==> src/rtl/core/mgh_pkg.sv <==
// shared types and constants of the frequent-items summary
`default_nettype none
package mgh_pkg;
    localparam int CFG_IDX_BITS = 2;
    localparam int CFG_BITS     = 5;
    localparam int MAX_RESULTS  = 16;

    localparam logic [CFG_IDX_BITS-1:0] CFG_IDX_CAP  = 2'd0;
    localparam logic [CFG_IDX_BITS-1:0] CFG_IDX_TOPK = 2'd1;
    localparam logic [CFG_BITS-1:0]     CAP_RESET    = 5'd16;
    localparam logic [CFG_BITS-1:0]     TOPK_RESET   = 5'd8;

    typedef enum logic [1:0] {
        CMD_UPDATE = 2'd0,
        CMD_QUERY  = 2'd1,
        CMD_REPORT = 2'd2,
        CMD_NONE   = 2'd3
    } t_cmd;

    typedef enum logic [1:0] {
        ST_IDLE,
        ST_SCAN,
        ST_EVAL,
        ST_DECR
    } t_state;

    typedef struct packed {
        logic rd_en;
        logic wr_en;
        logic wr_key_en;
    } t_mem_ctl;
endpackage
`default_nettype wire

==> src/rtl/core/misra_gries_heavy_hitters_top.sv <==
// frequent-items summary: slot memories, sequencer and configuration registers
// each command scans all SLOTS entries through the single memory read port
// query: one result once the scan is done; no new request is taken while busy
// update: one scan, plus a second scan when every counter is decremented
// report: one full scan per entry; results cannot be stalled
// synchronous reset empties the summary and restores capacity 16, top_k 8
`default_nettype none
module misra_gries_heavy_hitters_top #(
    parameter int SLOTS      = 16,
    parameter int KEY_BITS   = 32,
    parameter int COUNT_BITS = 32
) (
    input  wire                                 i_clk,
    input  wire                                 i_rst_n,
    input  wire                                 start,
    output logic                                busy,
    input  wire  [1:0]                          i_cmd,
    input  wire  [KEY_BITS-1:0]                 i_key,
    input  wire                                 i_cfg_valid,
    output logic                                o_cfg_ready,
    input  wire  [mgh_pkg::CFG_IDX_BITS-1:0]    i_cfg_index,
    input  wire  [mgh_pkg::CFG_BITS-1:0]        i_cfg_data,
    output logic                                o_strobe,
    output logic [KEY_BITS-1:0]                 o_out_key,
    output logic [COUNT_BITS-1:0]               o_out_count,
    output logic                                o_last
);
    import mgh_pkg::*;

    localparam int AW = (SLOTS > 1) ? $clog2(SLOTS) : 1;

    logic [CFG_BITS-1:0]   r_cap;
    logic [CFG_BITS-1:0]   r_topk;
    t_mem_ctl              mem_ctl;
    logic [AW-1:0]         rd_addr;
    logic [AW-1:0]         wr_addr;
    logic [KEY_BITS-1:0]   wr_key;
    logic [COUNT_BITS-1:0] wr_cnt;
    logic [KEY_BITS-1:0]   rd_key;
    logic [COUNT_BITS-1:0] rd_cnt;

    assign o_cfg_ready = 1'b1;

    always_ff @(posedge i_clk) begin
        if (!i_rst_n) begin
            r_cap  <= CAP_RESET;
            r_topk <= TOPK_RESET;
        end else if (i_cfg_valid) begin
            if (i_cfg_index == CFG_IDX_CAP) begin
                r_cap <= i_cfg_data;
            end
            if (i_cfg_index == CFG_IDX_TOPK) begin
                r_topk <= i_cfg_data;
            end
        end
    end

    mgh_mem #(
        .SLOTS(SLOTS), .KEY_BITS(KEY_BITS), .COUNT_BITS(COUNT_BITS), .AW(AW)
    ) u_mem (
        .i_clk    (i_clk),
        .i_rst_n  (i_rst_n),
        .i_ctl    (mem_ctl),
        .i_rd_addr(rd_addr),
        .i_wr_addr(wr_addr),
        .i_wr_key (wr_key),
        .i_wr_cnt (wr_cnt),
        .o_rd_key (rd_key),
        .o_rd_cnt (rd_cnt)
    );

    mgh_ctrl #(
        .SLOTS(SLOTS), .KEY_BITS(KEY_BITS), .COUNT_BITS(COUNT_BITS), .AW(AW)
    ) u_ctrl (
        .i_clk      (i_clk),
        .i_rst_n    (i_rst_n),
        .start      (start),
        .i_cmd      (i_cmd),
        .i_key      (i_key),
        .i_cap      (r_cap),
        .i_topk     (r_topk),
        .busy       (busy),
        .o_ctl      (mem_ctl),
        .o_rd_addr  (rd_addr),
        .o_wr_addr  (wr_addr),
        .o_wr_key   (wr_key),
        .o_wr_cnt   (wr_cnt),
        .i_rd_key   (rd_key),
        .i_rd_cnt   (rd_cnt),
        .o_strobe   (o_strobe),
        .o_out_key  (o_out_key),
        .o_out_count(o_out_count),
        .o_last     (o_last)
    );
endmodule
`default_nettype wire

==> src/rtl/core/mgh_mem.sv <==
// slot key and count memories with per-slot valid bits
`default_nettype none
module mgh_mem #(
    parameter int SLOTS      = 16,
    parameter int KEY_BITS   = 32,
    parameter int COUNT_BITS = 32,
    parameter int AW         = 4
) (
    input  wire                   i_clk,
    input  wire                   i_rst_n,
    input  mgh_pkg::t_mem_ctl     i_ctl,
    input  wire  [AW-1:0]         i_rd_addr,
    input  wire  [AW-1:0]         i_wr_addr,
    input  wire  [KEY_BITS-1:0]   i_wr_key,
    input  wire  [COUNT_BITS-1:0] i_wr_cnt,
    output logic [KEY_BITS-1:0]   o_rd_key,
    output logic [COUNT_BITS-1:0] o_rd_cnt
);
    import mgh_pkg::*;

    logic [KEY_BITS-1:0]   r_key_mem [SLOTS];
    logic [COUNT_BITS-1:0] r_cnt_mem [SLOTS];
    logic [SLOTS-1:0]      r_valid;
    logic [KEY_BITS-1:0]   r_rd_key;
    logic [COUNT_BITS-1:0] r_rd_cnt;
    logic                  r_rd_vld;

    always_ff @(posedge i_clk) begin
        if (i_ctl.wr_en) begin
            r_cnt_mem[i_wr_addr] <= i_wr_cnt;
            if (i_ctl.wr_key_en) begin
                r_key_mem[i_wr_addr] <= i_wr_key;
            end
        end
        if (i_ctl.rd_en) begin
            r_rd_key <= r_key_mem[i_rd_addr];
            r_rd_cnt <= r_cnt_mem[i_rd_addr];
        end
    end

    always_ff @(posedge i_clk) begin
        if (!i_rst_n) begin
            r_valid  <= '0;
            r_rd_vld <= 1'b0;
        end else begin
            if (i_ctl.wr_en) begin
                r_valid[i_wr_addr] <= 1'b1;
            end
            if (i_ctl.rd_en) begin
                r_rd_vld <= r_valid[i_rd_addr];
            end
        end
    end

    // never-written slot reads as empty
    assign o_rd_key = r_rd_key;
    assign o_rd_cnt = r_rd_vld ? r_rd_cnt : '0;
endmodule
`default_nettype wire

==> src/rtl/core/mgh_ctrl.sv <==
// sequencer: slot scans, insert/increment/decrement and result generation
`default_nettype none
module mgh_ctrl #(
    parameter int SLOTS      = 16,
    parameter int KEY_BITS   = 32,
    parameter int COUNT_BITS = 32,
    parameter int AW         = 4
) (
    input  wire                            i_clk,
    input  wire                            i_rst_n,
    input  wire                            start,
    input  wire  [1:0]                     i_cmd,
    input  wire  [KEY_BITS-1:0]            i_key,
    input  wire  [mgh_pkg::CFG_BITS-1:0]   i_cap,
    input  wire  [mgh_pkg::CFG_BITS-1:0]   i_topk,
    output logic                           busy,
    output mgh_pkg::t_mem_ctl              o_ctl,
    output logic [AW-1:0]                  o_rd_addr,
    output logic [AW-1:0]                  o_wr_addr,
    output logic [KEY_BITS-1:0]            o_wr_key,
    output logic [COUNT_BITS-1:0]          o_wr_cnt,
    input  wire  [KEY_BITS-1:0]            i_rd_key,
    input  wire  [COUNT_BITS-1:0]          i_rd_cnt,
    output logic                           o_strobe,
    output logic [KEY_BITS-1:0]            o_out_key,
    output logic [COUNT_BITS-1:0]          o_out_count,
    output logic                           o_last
);
    import mgh_pkg::*;

    localparam int IW = $clog2(SLOTS + 1);
    localparam int LW = ((IW > CFG_BITS) ? IW : CFG_BITS) + 1;
    localparam logic [IW-1:0] SLOTS_I = IW'(SLOTS);
    localparam logic [LW-1:0] SLOTS_L = LW'(SLOTS);
    localparam logic [LW-1:0] MAXR_L  = LW'(MAX_RESULTS);

    t_state                r_state, n_state;
    t_cmd                  r_cmd, n_cmd;
    logic [KEY_BITS-1:0]   r_key, n_key;
    logic [IW-1:0]         r_idx, n_idx;
    logic [IW-1:0]         r_used, n_used;
    logic                  r_free_found, n_free_found;
    logic [AW-1:0]         r_free, n_free;
    logic                  r_hit_found, n_hit_found;
    logic [AW-1:0]         r_hit, n_hit;
    logic [COUNT_BITS-1:0] r_hit_cnt, n_hit_cnt;
    logic                  r_best_found, n_best_found;
    logic [AW-1:0]         r_best, n_best;
    logic [COUNT_BITS-1:0] r_best_cnt, n_best_cnt;
    logic [KEY_BITS-1:0]   r_best_key, n_best_key;
    logic [SLOTS-1:0]      r_taken, n_taken;
    logic [LW-1:0]         r_n, n_n;
    logic                  r_strobe, n_strobe;
    logic [KEY_BITS-1:0]   r_out_key, n_out_key;
    logic [COUNT_BITS-1:0] r_out_count, n_out_count;
    logic                  r_last, n_last;

    logic [IW-1:0]         s_idx;
    logic [AW-1:0]         s;
    logic                  occ;
    logic [LW-1:0]         cap_l, topk_l, eff_cap, lim, lim_used, used_l;

    // effective capacity and report length
    always_comb begin
        cap_l  = LW'(i_cap);
        topk_l = LW'(i_topk);
        used_l = LW'(r_used);
        if (cap_l == '0) begin
            eff_cap = LW'(1);
        end else if (cap_l > SLOTS_L) begin
            eff_cap = SLOTS_L;
        end else begin
            eff_cap = cap_l;
        end
        lim = (topk_l == '0) ? LW'(1) : topk_l;
        if (lim > eff_cap) begin
            lim = eff_cap;
        end
        if (lim > MAXR_L) begin
            lim = MAXR_L;
        end
        lim_used = (lim < used_l) ? lim : used_l;
    end

    assign s_idx = r_idx - IW'(1);
    assign s     = s_idx[AW-1:0];
    assign occ   = (i_rd_cnt != '0);

    always_comb begin
        n_state      = r_state;
        n_cmd        = r_cmd;
        n_key        = r_key;
        n_idx        = r_idx;
        n_used       = r_used;
        n_free_found = r_free_found;
        n_free       = r_free;
        n_hit_found  = r_hit_found;
        n_hit        = r_hit;
        n_hit_cnt    = r_hit_cnt;
        n_best_found = r_best_found;
        n_best       = r_best;
        n_best_cnt   = r_best_cnt;
        n_best_key   = r_best_key;
        n_taken      = r_taken;
        n_n          = r_n;
        n_strobe     = 1'b0;
        n_out_key    = r_out_key;
        n_out_count  = r_out_count;
        n_last       = r_last;
        o_ctl        = '0;
        o_rd_addr    = r_idx[AW-1:0];
        o_wr_addr    = s;
        o_wr_key     = r_key;
        o_wr_cnt     = i_rd_cnt - COUNT_BITS'(1);

        unique case (r_state)
            ST_IDLE: begin
                if (start) begin
                    n_cmd   = t_cmd'(i_cmd);
                    n_key   = i_key;
                    n_taken = '0;
                    n_n     = '0;
                    if (t_cmd'(i_cmd) != CMD_NONE) begin
                        n_state      = ST_SCAN;
                        n_idx        = '0;
                        n_used       = '0;
                        n_free_found = 1'b0;
                        n_hit_found  = 1'b0;
                        n_best_found = 1'b0;
                    end
                end
            end
            ST_SCAN: begin
                o_ctl.rd_en = (r_idx < SLOTS_I);
                // read data belongs to the slot addressed in the previous cycle
                if (r_idx != '0) begin
                    if (occ) begin
                        n_used = r_used + IW'(1);
                    end else if (!r_free_found) begin
                        n_free_found = 1'b1;
                        n_free       = s;
                    end
                    if (!r_hit_found && occ && i_rd_key == r_key) begin
                        n_hit_found = 1'b1;
                        n_hit       = s;
                        n_hit_cnt   = i_rd_cnt;
                    end
                    if (occ && !r_taken[s] && (!r_best_found || i_rd_cnt > r_best_cnt)) begin
                        n_best_found = 1'b1;
                        n_best       = s;
                        n_best_cnt   = i_rd_cnt;
                        n_best_key   = i_rd_key;
                    end
                end
                if (r_idx == SLOTS_I) begin
                    n_state = ST_EVAL;
                end else begin
                    n_idx = r_idx + IW'(1);
                end
            end
            ST_EVAL: begin
                n_state = ST_IDLE;
                priority case (r_cmd)
                    CMD_UPDATE: begin
                        if (r_hit_found) begin
                            o_ctl.wr_en = 1'b1;
                            o_wr_addr   = r_hit;
                            o_wr_cnt    = (r_hit_cnt == '1) ? r_hit_cnt
                                                            : r_hit_cnt + COUNT_BITS'(1);
                        end else if (used_l < eff_cap && r_free_found) begin
                            o_ctl.wr_en     = 1'b1;
                            o_ctl.wr_key_en = 1'b1;
                            o_wr_addr       = r_free;
                            o_wr_cnt        = COUNT_BITS'(1);
                        end else begin
                            n_state = ST_DECR;
                            n_idx   = '0;
                        end
                    end
                    CMD_QUERY: begin
                        n_strobe    = 1'b1;
                        n_out_key   = r_key;
                        n_out_count = r_hit_found ? r_hit_cnt : '0;
                        n_last      = 1'b1;
                    end
                    CMD_REPORT: begin
                        n_strobe = 1'b1;
                        if (!r_best_found) begin
                            // empty summary
                            n_out_key   = '0;
                            n_out_count = '0;
                            n_last      = 1'b1;
                        end else begin
                            n_out_key       = r_best_key;
                            n_out_count     = r_best_cnt;
                            n_taken[r_best] = 1'b1;
                            n_n             = r_n + LW'(1);
                            n_last          = ((r_n + LW'(1)) >= lim_used);
                            if ((r_n + LW'(1)) < lim_used) begin
                                n_state      = ST_SCAN;
                                n_idx        = '0;
                                n_used       = '0;
                                n_free_found = 1'b0;
                                n_hit_found  = 1'b0;
                                n_best_found = 1'b0;
                            end
                        end
                    end
                    default: begin
                        n_state = ST_IDLE;
                    end
                endcase
            end
            ST_DECR: begin
                o_ctl.rd_en = (r_idx < SLOTS_I);
                // write back slot k-1 while reading slot k
                if (r_idx != '0 && occ) begin
                    o_ctl.wr_en = 1'b1;
                end
                if (r_idx == SLOTS_I) begin
                    n_state = ST_IDLE;
                end else begin
                    n_idx = r_idx + IW'(1);
                end
            end
            default: begin
                n_state = ST_IDLE;
            end
        endcase
    end

    always_ff @(posedge i_clk) begin
        if (!i_rst_n) begin
            r_state  <= ST_IDLE;
            r_strobe <= 1'b0;
        end else begin
            r_state  <= n_state;
            r_strobe <= n_strobe;
        end
    end

    always_ff @(posedge i_clk) begin
        r_cmd        <= n_cmd;
        r_key        <= n_key;
        r_idx        <= n_idx;
        r_used       <= n_used;
        r_free_found <= n_free_found;
        r_free       <= n_free;
        r_hit_found  <= n_hit_found;
        r_hit        <= n_hit;
        r_hit_cnt    <= n_hit_cnt;
        r_best_found <= n_best_found;
        r_best       <= n_best;
        r_best_cnt   <= n_best_cnt;
        r_best_key   <= n_best_key;
        r_taken      <= n_taken;
        r_n          <= n_n;
        r_out_key    <= n_out_key;
        r_out_count  <= n_out_count;
        r_last       <= n_last;
    end

    assign busy        = (r_state != ST_IDLE);
    assign o_strobe    = r_strobe;
    assign o_out_key   = r_out_key;
    assign o_out_count = r_out_count;
    assign o_last      = r_last;
endmodule
`default_nettype wire

==> config.mk <==
export PLATFORM = sky130hd
export DESIGN_NAME = misra_gries_heavy_hitters_top
export DESIGN_NICKNAME = d
export VERILOG_FILES = /design/src/rtl/core/mgh_pkg.sv /design/src/rtl/core/misra_gries_heavy_hitters_top.sv /design/src/rtl/core/mgh_mem.sv /design/src/rtl/core/mgh_ctrl.sv
export SDC_FILE = /design/constraint.sdc
export NUM_CORES = 1
export LEC_CHECK = 0
export BUFFER_PORTS_ARGS = -buffer_cell sky130_fd_sc_hd__buf_2
export CAP_MARGIN = 20
export CELL_PAD_IN_SITES_DETAIL_PLACEMENT = 1
export CELL_PAD_IN_SITES_GLOBAL_PLACEMENT = 2
export CORE_ASPECT_RATIO = 1.75
export CORE_MARGIN = 4
export CORE_UTILIZATION = 25
export CTS_CLUSTER_SIZE = 10
export DETAILED_ROUTE_END_ITERATION = 10
export GPL_ROUTABILITY_DRIVEN = 0
export PLACE_DENSITY_LB_ADDON = 0.1
export SLEW_MARGIN = 10
export SYNTH_ARGS = -nofsm -noshare
export SYNTH_HDL_FRONTEND = slang
export SYNTH_SLANG_ARGS = --single-unit
export TNS_END_PERCENT = 5
==> constraint.sdc <==
create_clock -name i_clk -period 10.05 [get_ports i_clk]
set_input_delay 0.5025 -clock i_clk [delete_from_list [all_inputs] [get_ports i_clk]]
set_output_delay 0.5025 -clock i_clk [all_outputs]
set_load 0.005 [all_outputs]
==> flow_summary.ini <==
[logic_synthesis]
seq_area_frac_synth = 0.743
synth-seq-cells = 1360
syn_area_per_cell_um2 = 19.8
synth_flop_cell = edfxtp_1
synth_edf_count = 1330
async_flop_share = 0
yosysWarningCount = 0
ys_top_cells_by_area = edfxtp_1, mux4_2, ha_1, dfxtp_1, xor2_1
synth_top_area_share = 0.732
synth_top_cell_by_area = edfxtp_1
synth_area_um2 = 54600
synthDistinctLibCells = 84
syn_inst = 2762
synth_fp_nets = 2872

[sta]
setup_viol = 0
finalCritPeriodShare = 0.610
maxSlewViolCount = 0
slew_headroom = 0.255
fmax_mhz = 163
finalSetupTns_ns = 0
hold_ws_ns = 0.188
min_period_ns = 6.13
hold_violations = 0
worstMarginPinSlew_ns = 1.11
rsz0062_at_grt = false
skew_ns = 0.0714

[clock_network]
clkLatencyLatePin_ns = 0.81
cts_hold_buf = 39
cts_buffers = 166
clk_path_buf_depth = 4
cts_tree = yes
clockRootBuffer = clkbuf_16
cts_resized = 0
clk_pin_slew_worst_paths_ns = 0.06
postCtsSetupBuffers = 0
cts.sinks = 1360
htree_levels = 4

[routing]
avgViaCountPerCell = 4.58
first_pass_iters = 4
wl_per_cell_um = 27.8
drtAntennaViolNets = 0
drtIter0Drc = 1499
post-route-drc-count = 0
drt_wl_total_um = 165000
vias = 27254

[worst_setup_path]
cpMaxStageDelayCell = a211oi_1
criticalPathCategory = reg -> reg
crit_chain = clkinv_1, nand2_1, ha_1, nor2b_1, o211ai_1, a31oi_1, nor2b_1, a31oi_1, nor2_1, ha_1, and3_1, o21ai_0, o21ai_1, mux2i_1, ha_1, nor2b_1, o21a_1, o21a_1, o21ai_0, nand4b_1, a22o_1, a211oi_1
path_max_fanout = 9
cp.arrival_ns = 6.52
required_ns = 10.44
start_kind = flip-flop
worstSetupEndpointType = flip-flop
path_buf_inv = 1
slowest_delay_ns = 0.68
critPathTopFamily = compound AO/OA/AOI/OAI gates

[power]
clkPwrFrac = 0.332
p_switching_uw = 4560
power_per_cell_area_nw_per_um2 = 249
p_int_uw = 11400
sw_frac_of_total = 0.285
irDropWorstVdd_mv = 0.187
pwr-share-comb = 0.224
p_leak_uw = 0.0202
power_frac_seq = 0.444

[run_status]
status = complete, no violations

[die]
fp.dieW_um = 361
pin_count = 113
fp.coreArea_um2 = 217000
dieArea_um2 = 226000
rows = 226
dieHeight_um = 626
start_util = 0.252

[finish]
ff_latch_area_um2 = 40500
nets = 3172
num-fill-cells = 21896
final_common_cell = edfxtp_1
final_layout_size_suffix_gt1_frac = 0.259
multi_input_area_um2 = 13500
final_cell_mix = edfxtp_1, mux4_2, clkbuf_16
fin_area_um2 = 64200
syn2layout_area_growth_pct = 17.6

[grt]
antenna_found_initial = 7
grt_pass1_vias = 31432
gr-total-overflow = 0
gr-usage-all-layers = 0.145
grt_pass1_wl_um = 236000
grt_max_degree = 98

[placement]
dp_hpwl_um = 97700
port_buffers = 111
place_area_um2 = 59200

[hold_path]
hold_class = in -> reg

[run]
maxCapViolations = 0
[cell type report]
| type | instances | area share |
|---|---|---|
| flip-flops and latches | 1360 | 0.632 |
| multi-input cells | 1193 | 0.210 |
| clock buffers | 187 | 0.0674 |
| well taps | 2850 | 0.0556 |
| repair buffers | 247 | 0.0270 |
| inverters | 94 | 0.00550 |
| clock inverters | 16 | 0.00220 |
| diodes | 3 | 0.000117 |
[through the flow]
stage               total power, µW  worst slack, ns  utilization  cells
floorplan                      9540            0.252            -   2762
global placement              10800             4.07        0.273   5690
detailed placement            10900             4.01        0.273   5698
CTS                           16400             3.95        0.295   5940
global route                  16800             3.30        0.296   5949
finish                        16000             3.92        0.296   5950
[power by group through the flow]
stage	Combinational (µW)	Sequential (µW)	Clock, µW
2_1_floorplan	2500	7040	0
3_3_place_gp	3630	7200	0
3_5_place_dp	3690	7220	0
4_1_cts	3710	7110	5540
5_1_grt	3900	7130	5750
6_report	3580	7090	5310
[path summary, 6_finish.rpt]
path,from,endpoint,slack (ns),depth (start not counted)
worst max-delay path,r_cap[4]$_SDFFE_PN1P_,u_ctrl.r_idx[2]$_SDFFCE_PN0P_,3.92,22
worst max register to register,r_cap[4]$_SDFFE_PN1P_,u_ctrl.r_idx[2]$_SDFFCE_PN0P_,3.92,22
worst min register to register,u_mem.r_valid[4]$_SDFFE_PN0P_,u_mem.r_valid[4]$_SDFFE_PN0P_,0.45,2
worst min-delay path,i_cfg_index[1],r_cap[4]$_SDFFE_PN1P_,0.19,3
[synth_stat cells, types with 5 or more instances]
library cell     n
nor2_1         121
inv_1           92
buf_2           34
xnor2_1         36
o21ai_1          5
nor2b_1         13
o21a_1           7
and3_1          14
nand2b_1        10
a22o_1          35
mux4_2         329
buf_1           23
dfxtp_1         30
xor2_1          52
a21oi_1         33
a22oi_1          9
edfxtp_1      1330
mux2i_1         19
clkbuf_1        54
and4_1          10
a21o_1           7
ha_1            65
o21ai_0         59
nand2_1        109
nor3_1          20
nand4_1         20
and2_1          41
a31oi_1          9
o21ai_2          5
o22ai_1         28
nand3_1         35
nor4_1          16
or3_1           12
[worst register-to-register path, cell delays in order, from the launching register on]
cell and delay (ns):
dfxtp_1 0.43, clkinv_1 0.30, nand2_1 0.21, ha_1 0.18
nor2b_1 0.17, o211ai_1 0.16, a31oi_1 0.58, nor2b_1 0.10
a31oi_1 0.17, nor2_1 0.09, ha_1 0.31, and3_1 0.17
o21ai_0 0.11, o21ai_1 0.35, mux2i_1 0.24, ha_1 0.26
nor2b_1 0.14, o21a_1 0.17, o21a_1 0.16, o21ai_0 0.21
nand4b_1 0.29, a22o_1 0.28, a211oi_1 0.68
[layer usage]
layer / routed length [µm] / track usage / vias up / share of wire
met5: 27 / 0 / - / 0.00016
met4: 5540 / 0.0489 / 4 / 0.034
met3: 4270 / 0.0187 / 257 / 0.026
met2: 91000 / 0.279 / 470 / 0.55
met1: 64400 / 0.166 / 14773 / 0.39
li1: - / - / 11750 / -
[cell families after synthesis]
kind of cell / count (synthesis) / share of synthesized area
AO/OA/AOI/OAI: 239 / 0.0310
XOR/XNOR: 89 / 0.0144
adder cells (fa/ha/maj): 65 / 0.0149
buffers and inverters: 209 / 0.0157
flip-flops: 1360 / 0.743
multiplexers: 348 / 0.139
other: 1 / 0.0000687
AND/OR/NAND/NOR: 451 / 0.0419
[registers in the layout, summed over array words and instances, names as in the netlist, 32 cells and up]
register and count:
u_ctrl.r_hit_cnt 32, u_ctrl.o_out_count 32, u_mem.r_key_mem 512, u_ctrl.o_out_key 32, u_mem.o_rd_key 32, u_ctrl.o_wr_key 32, u_mem.r_rd_cnt 32, u_ctrl.r_best_key 32
u_ctrl.r_best_cnt 32, u_mem.r_cnt_mem 512
No activity file was read; power rests on OpenSTA's default activity.
